[src/rtl/smtf_pkg.sv]
`default_nettype none

package smtf_pkg;

  localparam int POS_W     = 16;
  localparam int PULSE_W   = 12;
  localparam int MODE_W    = 2;
  localparam int CFG_IDX_W = 2;
  localparam int PHASE_W   = 16;
  localparam int STEP_W    = 15;
  localparam int PROD_W    = 28;

  localparam logic [CFG_IDX_W-1:0] CFG_MODE_CH0 = 2'd0;
  localparam logic [CFG_IDX_W-1:0] CFG_MODE_CH1 = 2'd1;
  localparam logic [CFG_IDX_W-1:0] CFG_SPAN     = 2'd2;

  localparam logic [PULSE_W-1:0] SPAN_RESET = 12'd1000;

  typedef enum logic [MODE_W-1:0] {
    MODE_ASTABLE  = 2'd0,
    MODE_BISTABLE = 2'd1,
    MODE_ONESHOT  = 2'd2,
    MODE_NONE     = 2'd3
  } mode_e;

  typedef enum logic [2:0] {
    ST_IDLE  = 3'd0,
    ST_ATOB  = 3'd1,
    ST_ATTOP = 3'd2,
    ST_BTOA  = 3'd3,
    ST_WAIT  = 3'd4
  } motion_e;

  typedef enum logic [2:0] {
    C_IDLE,
    C_CALC,
    C_SCALE,
    C_MULT,
    C_DONE
  } ctrl_e;

  typedef struct packed {
    motion_e              motion;
    logic                 up;
    logic [PHASE_W-1:0]   phase;
    logic [PULSE_W-1:0]   last_pulse;
  } chan_entry_t;

  typedef struct packed {
    motion_e            motion;
    logic               up;
    logic [PHASE_W-1:0] phase;
  } motion_res_t;

  localparam logic [STEP_W-1:0] STEP_TABLE [17] = '{
    15'd437,   15'd583,   15'd749,   15'd1049,
    15'd1311,  15'd1748,  15'd2185,  15'd2621,
    15'd3277,  15'd4369,  15'd5243,  15'd6554,
    15'd8738,  15'd10923, 15'd13107, 15'd16384,
    15'd26214
  };

  // Table entry selected by the top nibble, plus a linear share of the gap
  // to the next entry selected by the second nibble.
  function automatic logic [STEP_W-1:0] step_size(logic [POS_W-1:0] tt);
    logic [4:0]        idx;
    logic [STEP_W-1:0] gap;
    logic [STEP_W-1:0] part;
    idx  = {1'b0, tt[15:12]};
    gap  = STEP_TABLE[idx + 5'd1] - STEP_TABLE[idx];
    part = STEP_W'(gap[STEP_W-1:4]) * STEP_W'(tt[11:8]);
    return STEP_TABLE[idx] + part;
  endfunction

  function automatic motion_res_t motion_next(mode_e mode, motion_e st, logic up,
                                              logic [PHASE_W-1:0] ph, logic trig,
                                              logic [STEP_W-1:0] step);
    motion_res_t        r;
    logic [PHASE_W:0]   pu;
    logic [PHASE_W:0]   pd;
    logic               ovf;
    logic               unf;
    logic               clamp_cur;
    logic [PHASE_W-1:0] phu;
    logic [PHASE_W-1:0] phd;
    logic [PHASE_W-1:0] ph_cur;
    pu  = {1'b0, ph} + {2'b00, step};
    pd  = {1'b0, ph} - {2'b00, step};
    ovf = pu[PHASE_W];
    unf = pd[PHASE_W];
    phu = ovf ? '1 : pu[PHASE_W-1:0];
    phd = unf ? '0 : pd[PHASE_W-1:0];
    clamp_cur = up ? ovf : unf;
    ph_cur    = up ? phu : phd;
    r.motion = st;
    r.up     = up;
    r.phase  = ph;
    unique case (mode)
      MODE_ASTABLE: begin
        unique case (st)
          ST_IDLE: begin
            if (trig) begin
              r.motion = ST_ATOB;
              r.up     = 1'b1;
            end
          end
          ST_ATOB: begin
            if (!trig) begin
              r.motion = ST_IDLE;
              r.up     = 1'b0;
            end else begin
              r.phase = ph_cur;
              if (clamp_cur) begin
                r.motion = ST_BTOA;
                r.up     = 1'b0;
              end
            end
          end
          ST_ATTOP: begin
            r.motion = ST_BTOA;
            r.up     = 1'b0;
          end
          ST_BTOA: begin
            if (!trig) begin
              r.motion = ST_IDLE;
              r.up     = 1'b0;
            end else begin
              r.phase = ph_cur;
              if (clamp_cur) begin
                r.motion = ST_ATOB;
                r.up     = 1'b1;
              end
            end
          end
          default: ;
        endcase
      end
      MODE_BISTABLE: begin
        unique case (st)
          ST_IDLE: begin
            if (trig) begin
              r.motion = ST_ATOB;
              r.up     = 1'b1;
            end
          end
          ST_ATOB: begin
            // A release turns the channel around and it steps down at once;
            // a clamp at either end still lands in the top state.
            if (!trig) begin
              r.up     = 1'b0;
              r.phase  = phd;
              r.motion = unf ? ST_ATTOP : ST_BTOA;
            end else begin
              r.phase = ph_cur;
              if (clamp_cur) r.motion = ST_ATTOP;
            end
          end
          ST_ATTOP: begin
            if (!trig) begin
              r.motion = ST_BTOA;
              r.up     = 1'b0;
            end
          end
          ST_BTOA: begin
            if (trig) begin
              r.up     = 1'b1;
              r.phase  = phu;
              r.motion = ovf ? ST_IDLE : ST_ATOB;
            end else begin
              r.phase = ph_cur;
              if (clamp_cur) r.motion = ST_IDLE;
            end
          end
          default: ;
        endcase
      end
      MODE_ONESHOT: begin
        unique case (st)
          ST_IDLE: begin
            if (trig) begin
              r.motion = ST_ATOB;
              r.up     = 1'b1;
            end
          end
          ST_ATOB: begin
            r.phase = ph_cur;
            if (clamp_cur) begin
              r.motion = ST_BTOA;
              r.up     = 1'b0;
            end
          end
          ST_ATTOP: begin
            r.motion = ST_BTOA;
            r.up     = 1'b0;
          end
          ST_BTOA: begin
            r.phase = ph_cur;
            if (clamp_cur) r.motion = ST_WAIT;
          end
          ST_WAIT: begin
            if (!trig) r.motion = ST_IDLE;
          end
          default: ;
        endcase
      end
      MODE_NONE: ;
      default: ;
    endcase
    return r;
  endfunction

endpackage

`default_nettype wire

[src/rtl/smtf_if.sv]
`default_nettype none

interface smtf_in_if;
  import smtf_pkg::*;
  logic               valid;
  logic               ready;
  logic               channel;
  logic               trigger_level;
  logic [POS_W-1:0]   position_a;
  logic [POS_W-1:0]   position_b;
  logic [POS_W-1:0]   travel_time;

  modport source (output valid, channel, trigger_level, position_a, position_b,
                  travel_time, input ready);
  modport sink (input valid, channel, trigger_level, position_a, position_b,
                travel_time, output ready);
endinterface

interface smtf_out_if;
  import smtf_pkg::*;
  logic               valid;
  logic               ready;
  logic [PULSE_W-1:0] pulse_us;

  modport source (output valid, pulse_us, input ready);
  modport sink (input valid, pulse_us, output ready);
endinterface

interface smtf_cfg_if;
  import smtf_pkg::*;
  logic                 valid;
  logic                 ready;
  logic [CFG_IDX_W-1:0] index;
  logic [PULSE_W-1:0]   data;

  modport source (output valid, index, data, input ready);
  modport sink (input valid, index, data, output ready);
endinterface

`default_nettype wire

[src/rtl/smtf_div65535.sv]
`default_nettype none

module smtf_div65535 (
  input  wire logic [smtf_pkg::PROD_W-1:0] num_i,
  output logic [smtf_pkg::PULSE_W-1:0]     quo_o
);
  import smtf_pkg::*;

  logic [PULSE_W-1:0] q0;
  logic [16:0]        rem;

  // num = q0 * 65536 + lo = q0 * 65535 + (lo + q0); the remainder term stays
  // below twice the divisor, so one correction step finishes the quotient.
  always_comb begin
    q0    = num_i[PROD_W-1:16];
    rem   = {1'b0, num_i[15:0]} + {5'b0, q0};
    quo_o = (rem >= 17'd65535) ? q0 + 12'd1 : q0;
  end

endmodule

`default_nettype wire

[src/rtl/servo_motion_trigger_fsm_core.sv]
// Servo motion trigger core.
// Input channel in_i carries one tick per transaction: the servo channel, the
// trigger level, the two end-position readings and the travel-time reading.
// Output channel out_o returns one pulse_us per tick, in tick order.
// Configuration channel cfg_i writes the two channel modes (index 0 and 1)
// and the pulse span (index 2); it is always ready. The user must write it
// only while the core has no tick in flight; the core does not enforce this.
// Per-channel motion state, direction, phasor and last pulse live in a small
// state memory with a registered read. A tick is read at acceptance, then
// passes through four steps (state update, end-position scaling, phasor
// multiply, final divide and write-back); the result is registered on out_o
// as the core leaves its last step, and the next tick is taken in the
// following cycle; the core works one tick at a time. The two multiply-divide
// rounds are chained through one pipeline of registers.
// While a result waits on out_o the core still accepts and works a new tick,
// holding it in its last step until the output register frees up.
// Reset puts every channel at idle with a zero phasor and zero last pulse,
// both modes at none and the span at 1000 us; no clearing pass is needed.
`default_nettype none

module servo_motion_trigger_fsm_core #(
  parameter int NUM_CHANNELS = 2
) (
  input  wire logic   clk_i,
  input  wire logic   rst_ni,
  smtf_cfg_if.sink    cfg_i,
  smtf_in_if.sink     in_i,
  smtf_out_if.source  out_o
);
  import smtf_pkg::*;

  localparam int CH_W = (NUM_CHANNELS > 1) ? $clog2(NUM_CHANNELS) : 1;
  localparam logic [1:0] NumCh = 2'(NUM_CHANNELS);

  ctrl_e ctrl_q, ctrl_d;

  mode_e              mode_q [2];
  logic [PULSE_W-1:0] span_q;

  chan_entry_t              mem_q [NUM_CHANNELS];
  logic [NUM_CHANNELS-1:0]  vld_q;
  chan_entry_t              rd_q;
  logic                     rd_vld_q;

  logic               ch_q;
  logic               trig_q;
  logic [POS_W-1:0]   pos_a_q;
  logic [POS_W-1:0]   pos_b_q;
  logic [STEP_W-1:0]  step_q;

  chan_entry_t        ent_q;
  logic               none_q;
  logic               oor_q;
  logic               neg_q;
  logic [PROD_W-1:0]  prod_r_q;
  logic [PROD_W-1:0]  prod_o_q;
  logic [PULSE_W-1:0] range_q;
  logic [PULSE_W-1:0] offset_q;
  logic [PROD_W-1:0]  pprod_q;

  logic               out_valid_q;
  logic [PULSE_W-1:0] out_pulse_q;

  logic               in_acc;
  logic               in_rng;
  logic               out_free;
  logic               load_out;
  logic               wr_en;
  logic [CH_W-1:0]    in_addr;
  logic [CH_W-1:0]    wr_addr;
  chan_entry_t        cur_ent;
  motion_res_t        mres;
  mode_e              mode_cur;
  logic [POS_W:0]     diff;
  logic [POS_W:0]     diff_abs;
  logic [PROD_W-1:0]  prod_r_d;
  logic [PROD_W-1:0]  prod_o_d;
  logic [PULSE_W-1:0] range_d;
  logic [PULSE_W-1:0] offset_d;
  logic [PULSE_W-1:0] quo_d;
  logic [PULSE_W-1:0] pulse_d;
  chan_entry_t        wr_data;

  // Control.
  always_ff @(posedge clk_i or negedge rst_ni) begin
    if (!rst_ni) begin
      ctrl_q <= C_IDLE;
    end else begin
      ctrl_q <= ctrl_d;
    end
  end

  always_comb begin
    ctrl_d     = ctrl_q;
    in_i.ready = 1'b0;
    load_out   = 1'b0;
    unique case (ctrl_q)
      C_IDLE: begin
        in_i.ready = 1'b1;
        if (in_i.valid) ctrl_d = C_CALC;
      end
      C_CALC:  ctrl_d = C_SCALE;
      C_SCALE: ctrl_d = C_MULT;
      C_MULT:  ctrl_d = C_DONE;
      C_DONE: begin
        if (out_free) begin
          load_out = 1'b1;
          ctrl_d   = C_IDLE;
        end
      end
      default: ctrl_d = C_IDLE;
    endcase
  end

  assign in_acc   = in_i.valid && in_i.ready;
  assign in_rng   = ({1'b0, in_i.channel} < NumCh);
  assign in_addr  = CH_W'(in_i.channel);
  assign out_free = !out_valid_q || out_o.ready;

  // Configuration registers.
  assign cfg_i.ready = 1'b1;

  always_ff @(posedge clk_i or negedge rst_ni) begin
    if (!rst_ni) begin
      mode_q[0] <= MODE_NONE;
      mode_q[1] <= MODE_NONE;
      span_q    <= SPAN_RESET;
    end else if (cfg_i.valid) begin
      unique case (cfg_i.index)
        CFG_MODE_CH0: mode_q[0] <= mode_e'(cfg_i.data[MODE_W-1:0]);
        CFG_MODE_CH1: mode_q[1] <= mode_e'(cfg_i.data[MODE_W-1:0]);
        CFG_SPAN:     span_q    <= cfg_i.data;
        default: ;
      endcase
    end
  end

  // State memory. Only one tick is in flight, so its write-back always lands
  // before the next read and no forwarding is needed.
  assign wr_en   = load_out && !oor_q;
  assign wr_addr = CH_W'(ch_q);

  always_comb begin
    wr_data            = ent_q;
    wr_data.last_pulse = pulse_d;
  end

  always_ff @(posedge clk_i) begin
    if (wr_en) mem_q[wr_addr] <= wr_data;
    if (in_acc && in_rng) rd_q <= mem_q[in_addr];
  end

  always_ff @(posedge clk_i or negedge rst_ni) begin
    if (!rst_ni) begin
      vld_q    <= '0;
      rd_vld_q <= 1'b0;
    end else begin
      if (wr_en) vld_q[wr_addr] <= 1'b1;
      if (in_acc) rd_vld_q <= in_rng ? vld_q[in_addr] : 1'b0;
    end
  end

  // Tick capture.
  always_ff @(posedge clk_i) begin
    if (in_acc) begin
      ch_q    <= in_i.channel;
      trig_q  <= in_i.trigger_level;
      pos_a_q <= in_i.position_a;
      pos_b_q <= in_i.position_b;
      step_q  <= step_size(in_i.travel_time);
    end
  end

  // State update and first products.
  always_comb begin
    if (rd_vld_q) begin
      cur_ent = rd_q;
    end else begin
      cur_ent.motion     = ST_IDLE;
      cur_ent.up         = 1'b0;
      cur_ent.phase      = '0;
      cur_ent.last_pulse = '0;
    end
    mode_cur = mode_q[ch_q];
    mres     = motion_next(mode_cur, cur_ent.motion, cur_ent.up, cur_ent.phase,
                           trig_q, step_q);
    diff     = {1'b0, pos_b_q} - {1'b0, pos_a_q};
    diff_abs = diff[POS_W] ? ({(POS_W+1){1'b0}} - diff) : diff;
    prod_r_d = PROD_W'(diff_abs[POS_W-1:0]) * PROD_W'(span_q);
    prod_o_d = PROD_W'(pos_a_q) * PROD_W'(span_q);
  end

  always_ff @(posedge clk_i) begin
    if (ctrl_q == C_CALC) begin
      ent_q.motion     <= mres.motion;
      ent_q.up         <= mres.up;
      ent_q.phase      <= mres.phase;
      ent_q.last_pulse <= cur_ent.last_pulse;
      none_q           <= (mode_cur == MODE_NONE);
      oor_q            <= !({1'b0, ch_q} < NumCh);
      neg_q            <= diff[POS_W];
      prod_r_q         <= prod_r_d;
      prod_o_q         <= prod_o_d;
    end
  end

  // Scaling: range and offset, then the phasor product, then the final
  // divide. Negative ranges are carried as magnitude and sign so that each
  // quotient truncates toward zero.
  smtf_div65535 u_div_range (
    .num_i (prod_r_q),
    .quo_o (range_d)
  );

  smtf_div65535 u_div_offset (
    .num_i (prod_o_q),
    .quo_o (offset_d)
  );

  smtf_div65535 u_div_pulse (
    .num_i (pprod_q),
    .quo_o (quo_d)
  );

  always_ff @(posedge clk_i) begin
    if (ctrl_q == C_SCALE) begin
      range_q  <= range_d;
      offset_q <= offset_d;
    end
    if (ctrl_q == C_MULT) begin
      pprod_q <= PROD_W'(ent_q.phase) * PROD_W'(range_q);
    end
  end

  always_comb begin
    if (oor_q) begin
      pulse_d = '0;
    end else if (none_q) begin
      pulse_d = ent_q.last_pulse;
    end else if (neg_q) begin
      pulse_d = offset_q - quo_d;
    end else begin
      pulse_d = offset_q + quo_d;
    end
  end

  // Output register.
  always_ff @(posedge clk_i or negedge rst_ni) begin
    if (!rst_ni) begin
      out_valid_q <= 1'b0;
    end else if (load_out) begin
      out_valid_q <= 1'b1;
    end else if (out_o.ready) begin
      out_valid_q <= 1'b0;
    end
  end

  always_ff @(posedge clk_i) begin
    if (load_out) out_pulse_q <= pulse_d;
  end

  assign out_o.valid    = out_valid_q;
  assign out_o.pulse_us = out_pulse_q;

endmodule

`default_nettype wire

[src/flat_wrapper.sv]
// flat-port wrapper written by rule: the top's interface ports become plain ports
module servo_motion_trigger_fsm_core_flat import smtf_pkg::*;
#(
  parameter int NUM_CHANNELS = 2
)
  (clk_i, rst_ni, cfg_i_valid, cfg_i_index, cfg_i_data, cfg_i_ready, in_i_valid, in_i_channel, in_i_trigger_level, in_i_position_a, in_i_position_b, in_i_travel_time, in_i_ready, out_o_valid, out_o_pulse_us, out_o_ready);
  smtf_cfg_if cfg_i_i ();
  smtf_in_if in_i_i ();
  smtf_out_if out_o_i ();
  input  wire logic clk_i;
  input  wire logic rst_ni;
  input wire logic [$bits(cfg_i_i.valid)-1:0] cfg_i_valid;
  input wire logic [$bits(cfg_i_i.index)-1:0] cfg_i_index;
  input wire logic [$bits(cfg_i_i.data)-1:0] cfg_i_data;
  output wire logic [$bits(cfg_i_i.ready)-1:0] cfg_i_ready;
  input wire logic [$bits(in_i_i.valid)-1:0] in_i_valid;
  input wire logic [$bits(in_i_i.channel)-1:0] in_i_channel;
  input wire logic [$bits(in_i_i.trigger_level)-1:0] in_i_trigger_level;
  input wire logic [$bits(in_i_i.position_a)-1:0] in_i_position_a;
  input wire logic [$bits(in_i_i.position_b)-1:0] in_i_position_b;
  input wire logic [$bits(in_i_i.travel_time)-1:0] in_i_travel_time;
  output wire logic [$bits(in_i_i.ready)-1:0] in_i_ready;
  output wire logic [$bits(out_o_i.valid)-1:0] out_o_valid;
  output wire logic [$bits(out_o_i.pulse_us)-1:0] out_o_pulse_us;
  input wire logic [$bits(out_o_i.ready)-1:0] out_o_ready;
  assign cfg_i_i.valid = cfg_i_valid;
  assign cfg_i_i.index = cfg_i_index;
  assign cfg_i_i.data = cfg_i_data;
  assign cfg_i_ready = cfg_i_i.ready;
  assign in_i_i.valid = in_i_valid;
  assign in_i_i.channel = in_i_channel;
  assign in_i_i.trigger_level = in_i_trigger_level;
  assign in_i_i.position_a = in_i_position_a;
  assign in_i_i.position_b = in_i_position_b;
  assign in_i_i.travel_time = in_i_travel_time;
  assign in_i_ready = in_i_i.ready;
  assign out_o_valid = out_o_i.valid;
  assign out_o_pulse_us = out_o_i.pulse_us;
  assign out_o_i.ready = out_o_ready;
  servo_motion_trigger_fsm_core #(.NUM_CHANNELS(NUM_CHANNELS)) u_core (.clk_i(clk_i), .rst_ni(rst_ni), .cfg_i(cfg_i_i), .in_i(in_i_i), .out_o(out_o_i));
endmodule
[config.mk]
export PLATFORM = sky130hd
export DESIGN_NAME = servo_motion_trigger_fsm_core_flat
export DESIGN_NICKNAME = d
export VERILOG_FILES = /design/src/rtl/smtf_pkg.sv /design/src/rtl/smtf_if.sv /design/src/rtl/smtf_div65535.sv /design/src/rtl/servo_motion_trigger_fsm_core.sv /design/src/flat_wrapper.sv
export SDC_FILE = /design/constraint.sdc
export NUM_CORES = 2
export LEC_CHECK = 0
export BUFFER_PORTS_ARGS = -buffer_cell sky130_fd_sc_hd__buf_2
export CAP_MARGIN = 20
export CORE_MARGIN = 10
export CORE_UTILIZATION = 30
export CTS_CLUSTER_SIZE = 10
export DETAILED_ROUTE_END_ITERATION = 6
export PLACE_DENSITY = 0.52
export REMOVE_ABC_BUFFERS = 1
export SYNTH_ARGS = -nofsm -noshare
export SYNTH_HDL_FRONTEND = slang
export SYNTH_SLANG_ARGS = --single-unit
[constraint.sdc]
create_clock -name clk_i -period 11.3 [get_ports clk_i]
set_input_delay 1.13 -clock clk_i [delete_from_list [all_inputs] [get_ports clk_i]]
set_output_delay 1.13 -clock clk_i [all_outputs]
set_load 0.005 [all_outputs]
Yosys cells after proc, flatten, opt, wreduce, memory -nomap -nowiden
Memory sizes are Yosys's and may differ from the RTL's. A register that Yosys moved wholly into a read port is not among the register bits. Index checks and enable logic that the tools add are counted.

Register bits after elaboration: 226. RAM bits: 64. ROM bits: 960. Input port bits: 69. Output and inout bits: 15. Memories kept: 3.

$add $sub $neg: 15. $mul: 4. $lt $le $gt $ge: 9. Eq/ne operators: 15. Muxes and demuxes: 59. Bitwise operators: 4. Reductions and logical operators: 14.

Memories: (name not given) (words 32, bits a word 15, read ports 1, clocked after Yosys merged registers in 0, wr ports 0, line smtf_pkg.sv:70) `gap = STEP_TABLE[idx + 5'd1] - STEP_TABLE[idx];`; (name not given) (words 32, bits a word 15, read ports 1, clocked after Yosys merged registers in 0, wr ports 0, line smtf_pkg.sv:70); u_core.mem_q (words 2, bits a word 32, read ports 1, clocked after Yosys merged registers in 1, wr ports 1, line servo_motion_trigger_fsm_core.sv:40) `chan_entry_t mem_q [NUM_CHANNELS];`.

Operators with widths (count): $mux 16 (9); $mul 16x12->28 (3); $mux 12 (5); $mux 15 (4); $pmux 20 s3 (1); $add 16x12->17 (3); $ge 17x16->1 const B (3); $add 12x1->12 const B (3); $mux 32 (1); $pmux 16 s2 (1); $pmux 4 s4 (2); $pmux 3 s5 (2); $mux 3 (8); $mux 4 (6); $add 16x15->17 (1); $sub 16x15->17 (1); $sub 16x16->17 (1); $sub 1x16->16 const A (1); $add 15x15->15 (1); $mul 11x4->15 (1); $mux 1 (15); $sub 15x15->15 (1); $add 12x12->12 (1); $eq 3x2->1 const B (4); 27 further kinds (42).

Logic depth before layout (Yosys ltp)
Depth after elaboration: 8. Depth in mapped cells: 38. Depth with buffers taken out: 36.

Hierarchy
From an unflattened synthesis, not the netlist that was laid out.

Cells, all modules: 4219. Area total of the unflattened synthesis: 39724.3 um2.

Modules (own cells, without submodules): servo_motion_trigger_fsm_core (instances 1, cells an instance 3750, area each 36404.9 um2, seq. area each 9566.7 um2); smtf_div65535 (u_core.u_div_offset ...) (instances 2, cells an instance 157, area each 1119.8 um2, seq. area each 0.0 um2); smtf_div65535 (u_core.u_div_range) (instances 1, cells an instance 155, area each 1079.8 um2, seq. area each 0.0 um2).

Worst setup path after synthesis
Ideal clock, no wire load.

Path kind: reg-to-reg. Start: reg u_core.pos_a_q[2]. End: reg u_core.prod_r_q[27] (data pin). Setup time: 280 ps. Arrival: 7713 ps. Required time: 11020 ps. Setup slack: 3307 ps. Cell stages (with the launch flop): 34. Path buffers: 3. Clock period less this slack: 7993 ps. Path through: edfxtp_1 clkbuf_1 inv_1 ha_1 nor2b_1 o21ai_1 a21boi_1 o21a_1 o41a_1 a311o_1 a31o_2 a21o_1 inv_1 buf_2 nand2_1 xor2_1 clkbuf_1 nand2_1 fa_1 fa_1 inv_1 fa_1 fa_1 inv_1 fa_1 inv_1 ha_1 and2_1 o21ai_0 a21boi_0 a21oi_1 a21o_1 o221ai_1 o211ai_1.

Elaborated cells between the ends (all ways): 4.

RTL lines: start, declared (line servo_motion_trigger_fsm_core.sv:47) `logic [POS_W-1:0] pos_a_q;`; start signal, assigned (line servo_motion_trigger_fsm_core.sv:168) `pos_a_q <= in_i.position_a;`; $sub 16x16->17 (line servo_motion_trigger_fsm_core.sv:187) `diff = {1'b0, pos_b_q} - {1'b0, pos_a_q};`; net u_core.diff[16] (line servo_motion_trigger_fsm_core.sv:74) `logic [POS_W:0] diff;`; $mux 16 (line servo_motion_trigger_fsm_core.sv:188) `diff_abs = diff[POS_W] ? ({(POS_W+1){1'b0}} - diff) : diff;`; $mul 16x12->28 (line servo_motion_trigger_fsm_core.sv:189) `prod_r_d = PROD_W'(diff_abs[POS_W-1:0]) * PROD_W'(span_q);`; net u_core.prod_r_d[27] (line servo_motion_trigger_fsm_core.sv:76) `logic [PROD_W-1:0] prod_r_d;`; end signal, assigned (line servo_motion_trigger_fsm_core.sv:202) `prod_r_q <= prod_r_d;`; end, declared (line servo_motion_trigger_fsm_core.sv:55) `logic [PROD_W-1:0] prod_r_q;`.

The timed path passes the listed nets, and every way through them passes these cells. A chain may end at the register's enable or synchronous reset.

Worst setup path after layout
Start: reg u_core.pos_a_q[0]. End: reg u_core.prod_r_q[26] (data pin).

Longest elaborated chain between the ends: 4.

Ends and longest elaborated chain (line): $sub 16x16->17 * (servo_motion_trigger_fsm_core.sv:187); $sub 1x16->16 (servo_motion_trigger_fsm_core.sv:188); $mux 16 * (servo_motion_trigger_fsm_core.sv:188); $mul 16x12->28 * (servo_motion_trigger_fsm_core.sv:189); net u_core.prod_r_d[26] (servo_motion_trigger_fsm_core.sv:76).

Mark *: on every way through the listed nets, which the timed path passes. The rest lies on a longest branch.

==> results.cfg <==
[drt]
routed_via_density = 4.80
wl_per_cell_um = 16.2
firstDrtPassIters = 5
wl_um = 91200
detail-route-antenna-nets = 0
vias = 27000
drt_first_iter_violations = 1579
drc = 0

[placement]
dpl_cell_area_sq_um = 40100
hpwl_um = 69800
place_congestion = 0.824
numPortBuffers = 74

[yosys]
synth-seq-cells = 322
synth_edf_count = 299
ys_types = 92
yosys_warnings = 0
post-synth-top-area-cell = fa_1
yosysMostFrequentCell = inv_1
synth_top_cell_area_share_pct = 24.1
synth_top_cells_by_count = 647 x inv_1, 527 x nand2_1, 457 x fa_1
synth.yosys.seq_area_share_pct = 25.2
syn_avg_cell_area_sq_um = 9.61
syn_area_sq_um = 38000
synth_ff_type = edfxtp_1
synth_area_leaders = fa_1 24%, edfxtp_1 24%, ha_1 11%, inv_1 6.4%, nand2_1 5.2%
ys_async_sr_fraction_pct = 7.14
syn-instance-count = 3959

[clock_tree]
holdBufCountCts = 0
insertion_delay_ps = 580
htree_levels = 2
numCtsBuffers = 42
post-cts-setup-buffer-count = 0
clk_transition_reported_paths_ps = 60
tritoncts = built
cts_resized = 0
cts_sinks = 322
ctsLongestPathBuffers = 3
root_buffer = clkbuf_16

[setup_path]
cp_num_buf_inv = 6
critPathMaxFanout = 13
start_kind = register
r2r_setup_slack_ps = 2160
slowest_stage = edfxtp_1
crit_path_end_kind = register
path_delay_family = compound AO/OA/AOI/OAI gates
path_class = reg -> reg
slowest_delay_ps = 700
crit_top_cell = inv_1
required_ps = 11620
crit_arrival_ps = 9460

[floorplan]
die_area_sq_um = 141000
coreArea_sq_um = 126000
std_cell_rows = 130
die_x_um = 376
die_y_um = 376
initial_core_util_pct = 30.3
pin_count = 84

[sta]
fin_worst_skew_ps = 28.0
finalCriticalPeriod_ps = 9140
setup_tns_ps = 0
rsz0062_at_grt = false
setup_violations = 0
fin_crit_sh_pct = 80.9
drv_slew = 0
worstMarginPinSlew_ps = 1050
max_clock_freq_mhz = 109
relSlewSlack_pct = 30.2
finalHoldViolations = 0

[layout]
n_antenna_cell = 0
syn_to_final_growth_pct = 8.59
final_cell_area_sq_um = 41300
drive_gt1_share_pct = 6.55
final_nets = 4815
n_fill_cell = 13000

[global_route]
grt_pass1_wl_um = 151000
grt_util_all_layers_pct = 13.0
grt.overflow.total = 0
grt_pass1_vias = 28100
antenna_found_initial = 1
grt_max_degree = 64

[job]
drv_cap = 0

[outcome]
status = finished, final reports clean

[worst_hold_path]
holdCritPathClass = reg -> reg
per-stage QoR:
step / setup slack (ps) / hold WS [ps] / cells / utilization [%]
4_1_cts: 2110 / 447 / 5619 / 32.8
3_3_place_gp: 2210 / 426 / 5553 / 31.9
3_5_place_dp: 2180 / 434 / 5553 / 31.9
6_report: 2160 / 444 / 5620 / 32.8
2_1_floorplan: 3330 / 421 / 3798 / -
5_1_grt: 1390 / 457 / 5620 / 32.8
flip-flops by register name, summed over array words and instances (netlist names), 16 cells and up:
signal / flops
u_core.pprod_q: 28
u_core.mem_q: 64
u_core.pos_a_q: 16
u_core.pos_b_q: 16
u_core.prod_o_q: 28
u_core.rd_q: 32
u_core.prod_r_q: 28
u_core.ent_q: 32
area by class of cell:
type / instances / area (sq um) / share of cell area (%)
Multi-Input combinational cell: 2828 / 25400 / 61.5
Sequential cell: 322 / 9570 / 23.2
Inverter: 648 / 2430 / 5.89
Tap cell: 1650 / 2060 / 5.00
Clock buffer: 52 / 1120 / 2.71
Timing Repair Buffer: 106 / 618 / 1.50
Clock inverter: 14 / 97.6 / 0.236
cells in the final DEF, fill, tap and decap left out, types with 38 or more instances in the layout:
master       n
xor2_1      52
mux2_2      56
a21oi_1    164
o21ai_0    110
nor3_1      46
fa_1       457
clkbuf_16   43
edfxtp_1   299
inv_1      647
nand3_1     45
and2_1     238
xnor2_1    124
buf_2       74
nor2_1     145
nand2b_1    38
ha_1       341
nand2_1    527
layer usage:
layer,global-route usage (%),vias up,share of wire [%]
met3,1.93,93,4.0
met4,2.35,0,1.6
met1,17.6,13400,48
li1,-,13000,-
met2,22.1,478,47
met5,0,-,0
final timing paths:
path | start | end | cells after the start
worst max register to register | u_core.pos_a_q[0] | u_core.prod_r_q[26] | 36
min in group asynchronous | rst_ni | u_core.span_q[10] | 1
max in group asynchronous | rst_ni | u_core.ctrl_q[0] | 1
worst min register to register | u_core.ent_q[28] | u_core.mem_q[0][28] | 0
worst min-delay path | u_core.ent_q[28] | u_core.mem_q[0][28] | 0
worst max-delay path | u_core.pos_a_q[0] | u_core.prod_r_q[26] | 36
kinds of logic (layout without fill, tap and decap cells):
family,after synthesis,in the layout,synth area share [%]
muxes,66,66,1.93
adders and majority gates,798,798,35.3
DFF,322,322,25.2
AOI/OAI and AO/OA,580,580,10.0
buffers and inverters,809,820,8.10
xor gates and xnor gates,179,179,4.21
other,1,1,0.00986
and+or+nand+nor,1204,1204,15.3
Power is not shown: default switching activity piles up to over one toggle a cycle in this logic, so the estimate is an artifact.
